==> config.mk <==
export PLATFORM = sky130hd
export DESIGN_NAME = connection_timing_wheel
export DESIGN_NICKNAME = d
export VERILOG_FILES = /design/src/sv/ctw_pkg.sv /design/src/sv/ctw_ram.sv /design/src/sv/ctw_div.sv /design/src/sv/connection_timing_wheel.sv
export SDC_FILE = /design/constraint.sdc
export NUM_CORES = 2
export LEC_CHECK = 0
export BUFFER_PORTS_ARGS = -buffer_cell sky130_fd_sc_hd__buf_2
export CAP_MARGIN = 20
export CORE_AREA = 3 3 380 382
export CTS_CLUSTER_DIAMETER = 50
export DETAILED_ROUTE_END_ITERATION = 10
export DIE_AREA = 0 0 383 385
export SYNTH_ARGS = -nofsm -noshare
export SYNTH_HDL_FRONTEND = slang
export SYNTH_SLANG_ARGS = --single-unit
==> constraint.sdc <==
create_clock -name clock -period 9.52 [get_ports clock]
set_input_delay 1.428 -clock clock [delete_from_list [all_inputs] [get_ports clock]]
set_output_delay 1.428 -clock clock [all_outputs]
set_load 0.005 [all_outputs]
==> src/sv/ctw_pkg.sv <==
// Shared constants, codes and types of the connection timing wheel.
`timescale 1ns / 1ps
package ctw_pkg;

   localparam int MAX_CONNS     = 64;
   localparam int MAX_SLOTS     = 64;
   localparam int DEFAULT_SLOTS = 60;

   localparam int ID_W    = $clog2(MAX_CONNS);
   localparam int HOME_W  = $clog2(MAX_SLOTS);
   localparam int SLOTS_W = 7;
   localparam int TIME_W  = 16;

   // Operation codes of an input word.
   localparam logic [1:0] OP_TICK   = 2'd0;
   localparam logic [1:0] OP_ARM    = 2'd1;
   localparam logic [1:0] OP_DISARM = 2'd2;

   // Result kinds.
   localparam logic [1:0] KIND_ACCEPT  = 2'd0;
   localparam logic [1:0] KIND_REJECT  = 2'd1;
   localparam logic [1:0] KIND_EXPIRED = 2'd2;
   localparam logic [1:0] KIND_NONE    = 2'd3;

   // One timer entry of the wheel memory.
   typedef struct packed {
      logic [HOME_W-1:0] home;
      logic [TIME_W-1:0] rounds;
   } entry_type;

   // Divider request and response.
   typedef struct packed {
      logic              start;
      logic [TIME_W-1:0] dividend;
      logic [SLOTS_W-1:0] divisor;
   } div_req_type;

   typedef struct packed {
      logic               done;
      logic [TIME_W-1:0]  quotient;
      logic [SLOTS_W-1:0] remainder;
   } div_rsp_type;

   // Slot count in use: zero means the default, large values saturate.
   function automatic logic [SLOTS_W-1:0] slots_in_use(input logic [SLOTS_W-1:0] raw);
      logic [SLOTS_W-1:0] s;
      s = raw;
      if (raw == '0) begin
         s = SLOTS_W'(DEFAULT_SLOTS);
      end else if (raw > SLOTS_W'(MAX_SLOTS)) begin
         s = SLOTS_W'(MAX_SLOTS);
      end
      return s;
   endfunction

endpackage

==> src/sv/ctw_ram.sv <==
// Generic single-write, single-read synchronous RAM with registered read data.
`timescale 1ns / 1ps
module ctw_ram #(
   parameter int DATA_W = 8,
   parameter int ADDR_W = 6
) (
   input  logic              clock,
   input  logic              wr_en,
   input  logic [ADDR_W-1:0] wr_addr,
   input  logic [DATA_W-1:0] wr_data,
   input  logic [ADDR_W-1:0] rd_addr,
   output logic [DATA_W-1:0] rd_data
);

   logic [DATA_W-1:0] mem_ff [2**ADDR_W];
   logic [DATA_W-1:0] rd_data_ff;

   // Write port and registered read port.
   always_ff @(posedge clock) begin
      if (wr_en) begin
         mem_ff[wr_addr] <= wr_data;
      end
      rd_data_ff <= mem_ff[rd_addr];
   end

   assign rd_data = rd_data_ff;

endmodule

==> src/sv/ctw_div.sv <==
// Restoring divider: one quotient bit per cycle, by a slot count divisor.
`timescale 1ns / 1ps
module ctw_div import ctw_pkg::*; (
   input  logic        clock,
   input  logic        reset,
   input  div_req_type req,
   output div_rsp_type rsp
);

   localparam int CNT_W = $clog2(TIME_W);

   logic                busy_ff;
   logic                done_ff;
   logic [CNT_W-1:0]    cnt_ff;
   logic [SLOTS_W-1:0]  div_ff;
   logic [SLOTS_W-1:0]  rem_ff;
   logic [TIME_W-1:0]   quo_ff;
   logic [SLOTS_W:0]    shifted;
   logic [SLOTS_W:0]    diff;
   logic                fits;

   // Trial subtraction of the divisor from the shifted partial remainder.
   always_comb begin
      shifted = {rem_ff, quo_ff[TIME_W-1]};
      diff    = shifted - {1'b0, div_ff};
      fits    = shifted >= {1'b0, div_ff};
   end

   // Control of the iteration.
   always_ff @(posedge clock) begin
      if (reset) begin
         busy_ff <= 1'b0;
         done_ff <= 1'b0;
         cnt_ff  <= '0;
      end else begin
         done_ff <= 1'b0;
         if (req.start) begin
            busy_ff <= 1'b1;
            cnt_ff  <= '0;
         end else if (busy_ff) begin
            cnt_ff <= cnt_ff + 1'b1;
            if (cnt_ff == CNT_W'(TIME_W - 1)) begin
               busy_ff <= 1'b0;
               done_ff <= 1'b1;
            end
         end
      end
   end

   // Datapath: the dividend shifts out of the quotient register as bits come in.
   always_ff @(posedge clock) begin
      if (req.start) begin
         quo_ff <= req.dividend;
         rem_ff <= '0;
         div_ff <= req.divisor;
      end else if (busy_ff) begin
         quo_ff <= {quo_ff[TIME_W-2:0], fits};
         rem_ff <= fits ? diff[SLOTS_W-1:0] : shifted[SLOTS_W-1:0];
      end
   end

   assign rsp.done      = done_ff;
   assign rsp.quotient  = quo_ff;
   assign rsp.remainder = rem_ff;

endmodule

==> src/sv/connection_timing_wheel.sv <==
// Tick: a divide steps the current slot, a scan checks every connection, then the last word; plus stalls.
// Arm: its word follows two divides that place the timer; a zero timeout is rejected without a divide.
// Disarm and other words: the word is registered from the result state once the output is free.
// One input word at a time; the next is taken the cycle after the final word is registered.
// Reset clears the armed bits and the current slot and loads 60 slots; timer memory keeps data.
`timescale 1ns / 1ps
module connection_timing_wheel import ctw_pkg::*; (
   input  logic               clock,
   input  logic               reset,
   input  logic               req_valid,
   output logic               req_ready,
   input  logic [1:0]         req_operation,
   input  logic [ID_W-1:0]    req_conn_id,
   input  logic [TIME_W-1:0]  req_timeout,
   output logic               rsp_valid,
   input  logic               rsp_ready,
   output logic [1:0]         rsp_kind,
   output logic [ID_W-1:0]    rsp_expired_id,
   output logic               rsp_last,
   input  logic               csr_wr_en,
   input  logic [SLOTS_W-1:0] csr_wr_data
);

   typedef enum logic [2:0] {
      S_IDLE,
      S_TICK_DIV,
      S_SCAN,
      S_TICK_END,
      S_ARM_DIV1,
      S_ARM_DIV2,
      S_RESULT
   } state_type;

   state_type           state_ff;
   logic [SLOTS_W-1:0]  wheel_slots_ff;
   logic [MAX_CONNS-1:0] armed_ff;
   logic [HOME_W-1:0]   cur_ff;
   logic [ID_W-1:0]     id_ff;
   logic [TIME_W-1:0]   rounds_ff;
   logic [1:0]          res_kind_ff;
   logic [ID_W:0]       iss_idx_ff;
   logic                chk_valid_ff;
   logic [ID_W-1:0]     chk_idx_ff;
   logic                pend_valid_ff;
   logic [ID_W-1:0]     pend_id_ff;
   logic                rsp_valid_ff;
   logic [1:0]          rsp_kind_ff;
   logic [ID_W-1:0]     rsp_id_ff;
   logic                rsp_last_ff;
   div_req_type         div_req_ff;
   div_rsp_type         div_rsp;

   logic [SLOTS_W-1:0]  slots;
   logic                out_free;
   entry_type           rd_entry;
   logic [$bits(entry_type)-1:0] ram_rdata;
   logic                hit;
   logic                expire;
   logic                decr;
   logic                stall;
   logic                mem_we;
   logic [ID_W-1:0]     mem_waddr;
   entry_type           mem_wdata;
   logic [ID_W-1:0]     mem_raddr;

   // Divider shared by slot stepping and timer placement.
   ctw_div u_div (
      .clock (clock),
      .reset (reset),
      .req   (div_req_ff),
      .rsp   (div_rsp)
   );

   // Timer memory: home slot and rounds left per connection.
   ctw_ram #(
      .DATA_W ($bits(entry_type)),
      .ADDR_W (ID_W)
   ) u_ram (
      .clock   (clock),
      .wr_en   (mem_we),
      .wr_addr (mem_waddr),
      .wr_data (mem_wdata),
      .rd_addr (mem_raddr),
      .rd_data (ram_rdata)
   );

   // Scan stage decisions on the entry read in the previous cycle.
   always_comb begin
      slots    = slots_in_use(wheel_slots_ff);
      out_free = !rsp_valid_ff || rsp_ready;
      rd_entry = entry_type'(ram_rdata);
      hit      = (state_ff == S_SCAN) && chk_valid_ff && armed_ff[chk_idx_ff] &&
                 (rd_entry.home == cur_ff);
      expire   = hit && (rd_entry.rounds == '0);
      decr     = hit && (rd_entry.rounds != '0);
      stall    = expire && pend_valid_ff && !out_free;
      mem_raddr = stall ? chk_idx_ff : iss_idx_ff[ID_W-1:0];
   end

   // Memory write: a decrement during the scan or a new timer at the end of an arm.
   always_comb begin
      mem_we           = 1'b0;
      mem_waddr        = chk_idx_ff;
      mem_wdata.home   = rd_entry.home;
      mem_wdata.rounds = rd_entry.rounds - 1'b1;
      if (decr) begin
         mem_we = 1'b1;
      end else if ((state_ff == S_ARM_DIV2) && div_rsp.done) begin
         mem_we           = 1'b1;
         mem_waddr        = id_ff;
         mem_wdata.home   = div_rsp.remainder[HOME_W-1:0];
         mem_wdata.rounds = rounds_ff;
      end
   end

   // Configuration register.
   always_ff @(posedge clock) begin
      if (reset) begin
         wheel_slots_ff <= SLOTS_W'(DEFAULT_SLOTS);
      end else if (csr_wr_en) begin
         wheel_slots_ff <= csr_wr_data;
      end
   end

   // Sequencer with the result register.
   always_ff @(posedge clock) begin
      if (reset) begin
         state_ff         <= S_IDLE;
         armed_ff         <= '0;
         cur_ff           <= '0;
         rsp_valid_ff     <= 1'b0;
         pend_valid_ff    <= 1'b0;
         chk_valid_ff     <= 1'b0;
         iss_idx_ff       <= '0;
         div_req_ff.start <= 1'b0;
      end else begin
         div_req_ff.start <= 1'b0;
         if (rsp_ready) begin
            rsp_valid_ff <= 1'b0;
         end
         unique case (state_ff)
            S_IDLE: begin
               if (req_valid) begin
                  id_ff <= req_conn_id;
                  res_kind_ff <= KIND_ACCEPT;
                  priority if (req_operation == OP_TICK) begin
                     div_req_ff.start    <= 1'b1;
                     div_req_ff.dividend <= TIME_W'(cur_ff) + 1'b1;
                     div_req_ff.divisor  <= slots;
                     state_ff            <= S_TICK_DIV;
                  end else if (req_operation == OP_ARM) begin
                     if (req_timeout == '0) begin
                        res_kind_ff <= KIND_REJECT;
                        state_ff    <= S_RESULT;
                     end else begin
                        div_req_ff.start    <= 1'b1;
                        div_req_ff.dividend <= req_timeout - 1'b1;
                        div_req_ff.divisor  <= slots;
                        state_ff            <= S_ARM_DIV1;
                     end
                  end else if (req_operation == OP_DISARM) begin
                     armed_ff[req_conn_id] <= 1'b0;
                     state_ff              <= S_RESULT;
                  end else begin
                     state_ff <= S_RESULT;
                  end
               end
            end
            S_TICK_DIV: begin
               if (div_rsp.done) begin
                  cur_ff        <= div_rsp.remainder[HOME_W-1:0];
                  iss_idx_ff    <= '0;
                  chk_valid_ff  <= 1'b0;
                  pend_valid_ff <= 1'b0;
                  state_ff      <= S_SCAN;
               end
            end
            S_SCAN: begin
               if (!stall) begin
                  // An expiry is held back one step so the final one can carry last.
                  if (expire) begin
                     armed_ff[chk_idx_ff] <= 1'b0;
                     pend_valid_ff        <= 1'b1;
                     pend_id_ff           <= chk_idx_ff;
                     if (pend_valid_ff) begin
                        rsp_valid_ff <= 1'b1;
                        rsp_kind_ff  <= KIND_EXPIRED;
                        rsp_id_ff    <= pend_id_ff;
                        rsp_last_ff  <= 1'b0;
                     end
                  end
                  chk_valid_ff <= !iss_idx_ff[ID_W];
                  chk_idx_ff   <= iss_idx_ff[ID_W-1:0];
                  if (iss_idx_ff[ID_W]) begin
                     state_ff <= S_TICK_END;
                  end else begin
                     iss_idx_ff <= iss_idx_ff + 1'b1;
                  end
               end
            end
            S_TICK_END: begin
               if (out_free) begin
                  rsp_valid_ff  <= 1'b1;
                  rsp_kind_ff   <= pend_valid_ff ? KIND_EXPIRED : KIND_NONE;
                  rsp_id_ff     <= pend_valid_ff ? pend_id_ff : '0;
                  rsp_last_ff   <= 1'b1;
                  pend_valid_ff <= 1'b0;
                  chk_valid_ff  <= 1'b0;
                  state_ff      <= S_IDLE;
               end
            end
            S_ARM_DIV1: begin
               // The remainder of timeout-1 gives the slot offset less one.
               if (div_rsp.done) begin
                  rounds_ff           <= div_rsp.quotient;
                  div_req_ff.start    <= 1'b1;
                  div_req_ff.dividend <= TIME_W'(cur_ff) + TIME_W'(div_rsp.remainder) + 1'b1;
                  div_req_ff.divisor  <= slots;
                  state_ff            <= S_ARM_DIV2;
               end
            end
            S_ARM_DIV2: begin
               if (div_rsp.done) begin
                  armed_ff[id_ff] <= 1'b1;
                  state_ff        <= S_RESULT;
               end
            end
            S_RESULT: begin
               if (out_free) begin
                  rsp_valid_ff <= 1'b1;
                  rsp_kind_ff  <= res_kind_ff;
                  rsp_id_ff    <= '0;
                  rsp_last_ff  <= 1'b1;
                  state_ff     <= S_IDLE;
               end
            end
            default: begin
               state_ff <= S_IDLE;
            end
         endcase
      end
   end

   assign req_ready      = (state_ff == S_IDLE);
   assign rsp_valid      = rsp_valid_ff;
   assign rsp_kind       = rsp_kind_ff;
   assign rsp_expired_id = rsp_id_ff;
   assign rsp_last       = rsp_last_ff;

endmodule

Yosys cells after proc, flatten, opt, wreduce, memory -nomap -nowiden

Memory sizes are Yosys's and may differ from the RTL's. A register that Yosys moved wholly into a read port is not among the register bits.
Cells that the tools add are included.

Register bits: 195
Latch bits: 0
Memory bits (writable): 1,408
Memory bits (read-only): 0
Bits of input ports: 36
Word-level logic and storage cells: 213
Memories kept: 1

Memories:

| name         | words | width | rd ports | clocked after Yosys merged registers in | write ports | RTL line      | source |
|---|---|---|---|---|---|---|---|
| u_ram.mem_ff | 64    | 22    | 1        | 1                                       | 1           | ctw_ram.sv:15 | `logic [DATA_W-1:0] mem_ff [2**ADDR_W];` |

Add/subtract/negate cells: 8
Multipliers: 0
Div/mod/pow operators: 0
Order comparisons: 8
Equal/unequal tests: 27
Shifts and indexed selects: 0
Multiplexer cells: 88
Bitwise logic cells: 9
Reduce and logical (&&, ||, !) cells: 46

Operator list:

| kind                    | number |
|---|---|
| $mux W64                | 7 |
| $pmux W64 S3            | 1 |
| $and A64 B64 Y64        | 2 |
| $not A64 Y64            | 2 |
| $mux W24                | 5 |
| $or A64 B64 Y64         | 1 |
| $mux W6                 | 9 |
| $pmux W24 S2            | 1 |
| $mux W22                | 2 |
| $mux W7                 | 6 |
| $logic_not A16 Y1       | 2 |
| $mux W16                | 2 |
| $sub A16 B1 Y16 const B | 2 |
| $mux W1                 | 28 |
| $mux W3                 | 9 |
| $lt A6 B7 Y1 const B    | 3 |
| $ne A2 B2 Y1 const B    | 10 |
| $demux W1 S6            | 3 |
| $ge A6 B1 Y1 const B    | 3 |
| $pmux W3 S6             | 1 |
| $pmux W6 S3             | 1 |
| $reduce_bool A16 Y1     | 1 |
| $pmux W7 S2             | 1 |
| $reduce_and A7 Y1       | 2 |
| 40 further kinds        | 82 |

Depth between registers and ports, before layout

Depth after elaboration: 11
Depth in mapped cells: 18
Gate-level depth less buffers: 14

Cells and area by module

From an unflattened synthesis, not the netlist that was laid out.

Cells, all modules: 3,575
Area, all modules: 65,661.7 um^2

By module, submodules not included:

| module                  | times used | cells each | area each (um^2) |
|---|---|---|---|
| ctw_ram                 | 1          | 2,410      | 54,496.0 |
| connection_timing_wheel | 1          | 994        | 9,207.6 |
| ctw_div                 | 1          | 171        | 1,958.1 |

Worst setup path after synthesis

No wires, ideal clock.

Path kind: in2reg
Start: in req_timeout[0]
End: reg div_req_ff[0] in the netlist's numbering, enable pin
Library setup time: 461 ps
Data arrival time: 4,816 ps
Required time: 9,059 ps
Setup slack: 4,242 ps
Stages: 12
Buffers on the path: 1
Cells stage by stage: inv_1 > ha_1 > nand2_1 > or2_2 > clkbuf_1 > or3_1 > inv_1 > a21oi_1 > nand2_1 > nor2_1 > a21oi_1 > nor4_1

Longest elaborated chain between the ends: 3

RTL lines:

| element                            | RTL line                       | source |
|---|---|---|
| start: declaration                 | connection_timing_wheel.sv:14  | `input logic [TIME_W-1:0] req_timeout,` |
| $logic_not A16 Y1                  | connection_timing_wheel.sv:152 | `if (req_timeout == '0) begin` |
| $ne A3 B3 Y1 (no source line)      | -                              |  |
| $reduce_and A6 Y1 (no source line) | -                              |  |
| end: declaration                   | connection_timing_wheel.sv:50  | `div_req_type div_req_ff;` |

Every way passes these cells.
A chain may end at the register's enable or synchronous reset.

Worst setup path in the final report

Start: reg chk_idx_ff[3]
End: reg u_ram.rd_data_ff[19], in the netlist u_ram.rd_data[19] (read register of u_ram.mem_ff)

Longest elaborated chain between the ends: 8

RTL lines:

| element                           | RTL line                       | source |
|---|---|---|
| start: declaration                | connection_timing_wheel.sv:43  | `logic [ID_W-1:0] chk_idx_ff;` |
| start signal: assignment          | connection_timing_wheel.sv:193 | `chk_idx_ff <= iss_idx_ff[ID_W-1:0];` |
| $bmux W1 S6                       | connection_timing_wheel.sv:92  | `hit = (state_ff == S_SCAN) && chk_valid_ff && armed_ff[chk_idx_ff] &&` |
| $mux W1 (implied by the code)     | connection_timing_wheel.sv:92  |  |
| $logic_and A1 B1 Y1 (2 in series) | connection_timing_wheel.sv:92  |  |
| $logic_and A1 B1 Y1               | connection_timing_wheel.sv:94  | `expire = hit && (rd_entry.rounds == '0);` |
| $logic_and A1 B1 Y1 (2 in series) | connection_timing_wheel.sv:96  | `stall = expire && pend_valid_ff && !out_free;` |
| $mux W6 (*)                       | -                              |  |
| end: declaration                  | ctw_ram.sv:16                  | `logic [DATA_W-1:0] rd_data_ff;` |

Every way passes the cells marked *; elsewhere a longest branch is shown, timed or not. The select of a mux whose other input is x is not followed.

==> summary.md <==
Once detailed placement completed, the half-perimeter wirelength came to 109800 microns. The path class of the tightest hold or removal check is flip-flop to flip-flop. Counting along the longest clock path gives a buffer depth of 3.

Before CTS, the worst setup slack after placement is 2.447 ns. The number of distinct library cells after synthesis was 73; the synthesized area per cell was 13.72 sq um. The detailed-route vias per instance is 6.025, and the number of enable flip-flop cells after synthesis is 1498. Across the run, the number of max-cap violations was 0. The number of global-route vias before repair was 38339; the number of resized instances in the post-cts repair step was 0. Ranked by total cell area, the synthesized netlist is headed by edfxtp_1 68%, mux2i_1 6.0%, nand2_1 4.6%, dfxtp_1 3.8%, nand3_1 3.2%. Based on the critical path, the design can be clocked at up to 144.7 MHz.

Slowest stage cell on the critical path: a32oi_1. Hold repair after CTS inserted 0 buffers. The number of placed instances, taps included is 6590. The highest cell delay on the worst timing path is 0.96 ns. The run gives 189100 microns as the routed wire length. The time the worst path needs with I/O delays and setup is 6.911 ns, and the sequential share of the synthesized area is 71.78%. Once placement finished, the instance area stood at 0.06905 sq mm. The clock tree root buffer cell was clkbuf_16. For this design the top-level I/O count stands at 47. Setup violations remaining at the end of the flow were counted as 0. Launching element type of the critical path: a flip-flop.

For the total congestion overflow after global routing, the log shows 0. Across every metal layer, demand over resource in global routing totals 25.42%. The post-route fraction of the period consumed by the critical path came out at 72.59%. The post-synthesis net count is 4881, and the clock slew seen by the registers of the worst setup and hold paths is 0.06 ns. The width of the die is 383 microns, and the initial core utilization is 46.80%. In this run the power density over the cells is 218.6 mW/mm^2.

Synthesis inferred 1624 register bits. The filler-free cell count of the finished design came out at 6908. The transition time of the tightest slew-check pin was 1.148 ns.

The fill cell instance count of the final layout was 11544; the leakage power summed over all cells was 26.32 nW. Summed over all failing endpoints, the final setup total negative slack is 0 ns. The final route contains 41623 vias. Count of final hold-check violations: 0.

The count of nets left with antenna violations once routing finished came out at 0. In this run the number of H-tree levels came out at 4. Data arrives at the worst endpoint at 7.67 ns. Dividing the detail-routed wire length by the instance count gives 27.38 microns.

Of the cells placed in the final design, the portion with a size suffix greater than 1 is 11.50%. Counting flops with an async set or reset pin after synthesis yields a share of 0%. From synthesis to final layout, the design area changed by 12.78%.

The tools report the end-of-flow core utilization as 52.78%. TritonCTS built the clock tree. The maximum fanout along the worst path came out at 137.

In this run the tightest slew margin relative to its limit is 22.84%. The cell that appears most often on the critical path is buf_4. The run finished with clean final reports.

The number of rows in the core area is 138, and the core area is 0.1414 sq mm. Buffers placed on the I/O ports in this run total 46. The tools report the type of destination of the critical path as a flip-flop. The worst path buffer plus inverter count is 4, and the number of buffers created by CTS is 171. For the number of detailed-route iterations in the first pass, the log shows 6.

The number of cells produced by synthesis was 4824. For this run, design rule violations remaining after detail routing come to 0. The count of pins over their slew limit was 0; the area enclosed by the die boundary was 0.1475 sq mm.

Clock latency on the worst-skew pair, taken at its later pin, is 0.82 ns. The post-synthesis cell area is 0.06618 sq mm, and the total setup buffers inserted after CTS is 0. The run gives 0.2089 mV as the peak supply drop.

For the Yosys warning count, the log shows 0. In the synthesized netlist the dominant register cell turns out to be edfxtp_1. The global-route wire length before repair is 273600 microns, and the placer's final routability congestion estimate is 0.9503. The number of nets at the end of the flow is 4933, and the initial antenna violation count is 6. Power comes to 16.32 mW. Of all cell types, the one taking the most synthesized area is edfxtp_1.

The critical path is of the flip-flop to flip-flop type. The worst slack on hold paths is 0.4174 ns. In this run, the number of DRC markers left after iteration 0 of detailed routing was 5900.

Traced cell by cell, the critical path runs through or3b_1 -> a221oi_1 -> o21ai_0 -> and4bb_1 -> a21o_1 -> buf_4 -> mux2i_4 -> inv_8 -> buf_4 -> buf_4 -> nand2_1 -> nand3_1 -> nand3_1 -> a32oi_1 -> mux2_2. The die height works out to 385 microns. The family with the most delay on the worst path was buffers and inverters.

The area share of the largest cell type after synthesis was 67.97%. The logs give 0.03856 ns for the worst clock skew and 0.07464 sq mm for the cell area after layout. After layout, the worst setup slack is 2.609 ns. The tree built by TritonCTS fans out to 1624 sinks. Entering global routing, the biggest net connects 143 pins. Required arrival time at the worst endpoint: 10.28 ns.

Setup repair after global routing left no endpoint under its margin.
path summary, 6_finish.rpt:
kind	to	cells past startpoint	slack (ns)	from
setup / recovery	u_ram.rd_data[19]$_DFF_P_	15	2.61	chk_idx_ff[3]$_DFFE_PP_
hold / removal	u_div.div_ff[5]$_DFFE_PP_	0	0.42	div_req_ff[5]$_DFFE_PP_
setup reg to reg	u_ram.rd_data[19]$_DFF_P_	15	2.61	chk_idx_ff[3]$_DFFE_PP_
hold reg to reg	u_div.div_ff[5]$_DFFE_PP_	0	0.42	div_req_ff[5]$_DFFE_PP_
worst reg2reg max path: cells and delay by family, from the launching register on:
| kind | cells | cell delay (ns) |
|---|---|---|
| buf+inv | 4 | 2.45 |
| compound gates | 4 | 1.67 |
| simple gates | 5 | 1.25 |
| flops | 1 | 0.78 |
| mux | 2 | 0.71 |
cells by family (layout without fill, tap and decap cells):
| logic type | after synthesis | after routing | share of synthesized area, % |
|---|---|---|---|
| other cells | 0 | 1 | 0 |
| fa+ha+maj | 22 | 22 | 0.4348 |
| mux | 444 | 444 | 6.838 |
| xor+xnor | 50 | 50 | 0.6617 |
| compound gates | 602 | 602 | 6.613 |
| flops | 1624 | 1624 | 71.78 |
| simple gates | 1756 | 1756 | 11.44 |
| buf+inv | 326 | 519 | 2.237 |
cells in the mapped netlist, types with 8 or more instances:
cell type	n
a211oi_1	61
a21oi_1	103
a222oi_1	20
a22oi_1	20
a31oi_1	48
a32oi_1	42
and2_1	13
buf_1	25
buf_2	85
buf_4	28
clkbuf_1	153
dfxtp_1	126
edfxtp_1	1498
ha_1	19
inv_1	27
mux2_2	45
mux2i_1	397
nand2_1	808
nand2b_1	16
nand3_1	427
nand3b_1	13
nand4_1	8
nor2_1	367
nor2b_1	26
nor3_1	29
nor4_1	10
o2111ai_1	67
o211ai_1	63
o21ai_0	23
o221ai_1	59
o22ai_1	58
xnor2_1	34
xor2_1	16
cell type report:
class | count | area (sq um) | share of cell area, %
Antenna cell | 1 | 2.502 | 0.003353
Clock buffer | 222 | 4593 | 6.154
Clock inverter | 92 | 939.7 | 1.259
Inverter | 29 | 121.4 | 0.1626
Multi-Input combinational cell | 2874 | 17810 | 23.86
Sequential cell | 1624 | 47510 | 63.64
Tap cell | 1890 | 2365 | 3.168
Timing Repair Buffer | 176 | 1309 | 1.753
state kept, by name (all words and copies together) (netlist names), 2 cells and up:
signal / flops
armed_ff: 64
cur_ff: 6
state_ff: 3
u_div.div_ff: 7
u_div.rem_ff: 7
iss_idx_ff: 7
rounds_ff: 16
rsp_kind: 2
u_div.cnt_ff: 4
rsp_expired_id: 6
u_ram.rd_data: 22
wheel_slots_ff: 7
u_div.quo_ff: 16
pend_id_ff: 6
u_ram.mem_ff: 1408
div_req_ff: 24
chk_idx_ff: 6
id_ff: 6
layout by cell type (no fill, tap or decap), types with 19 or more instances in the layout:
cell type  synthesis  final
buf_4             28    123
nor2_1           367    303
clkbuf_16          0    173
a21oi_1          103     87
dfxtp_1          126    126
nor2_2             1     44
o21ai_0           23     20
a22oi_1           20     20
edfxtp_1        1498   1498
a211oi_1          61     61
nor3_1            29     28
mux2_2            45     45
clkbuf_1         153     41
nor2b_1           26     26
clkinv_2           0     23
buf_2             85     45
nand2_1          808    807
clkinv_1           0     30
ha_1              19     19
a31oi_1           48     46
o2111ai_1         67     67
a222oi_1          20     20
mux2i_1          397    393
nand3_1          427    427
o221ai_1          59     59
o211ai_1          63     63
xnor2_1           34     34
a32oi_1           42     42
o22ai_1           58     58
nor2_4             0     21
inv_1             27     27
report_power, final:
| part | internal (mW) | total (mW) | switching, mW |
|---|---|---|---|
| Combinational | 0.449 | 1.63 | 1.18 |
| Clock | 3.80 | 6.59 | 2.78 |
| Sequential | 8.02 | 8.11 | 0.0892 |
layer usage:
metal	vias up	global-route usage [%]	wire length, microns
met5	-	0	11
met4	2	7.890	5787
met3	281	5.103	18900
met2	2042	36.40	81990
met1	20961	38.97	82420
li1	18337	-	-
(Power assumes the default switching activity.)
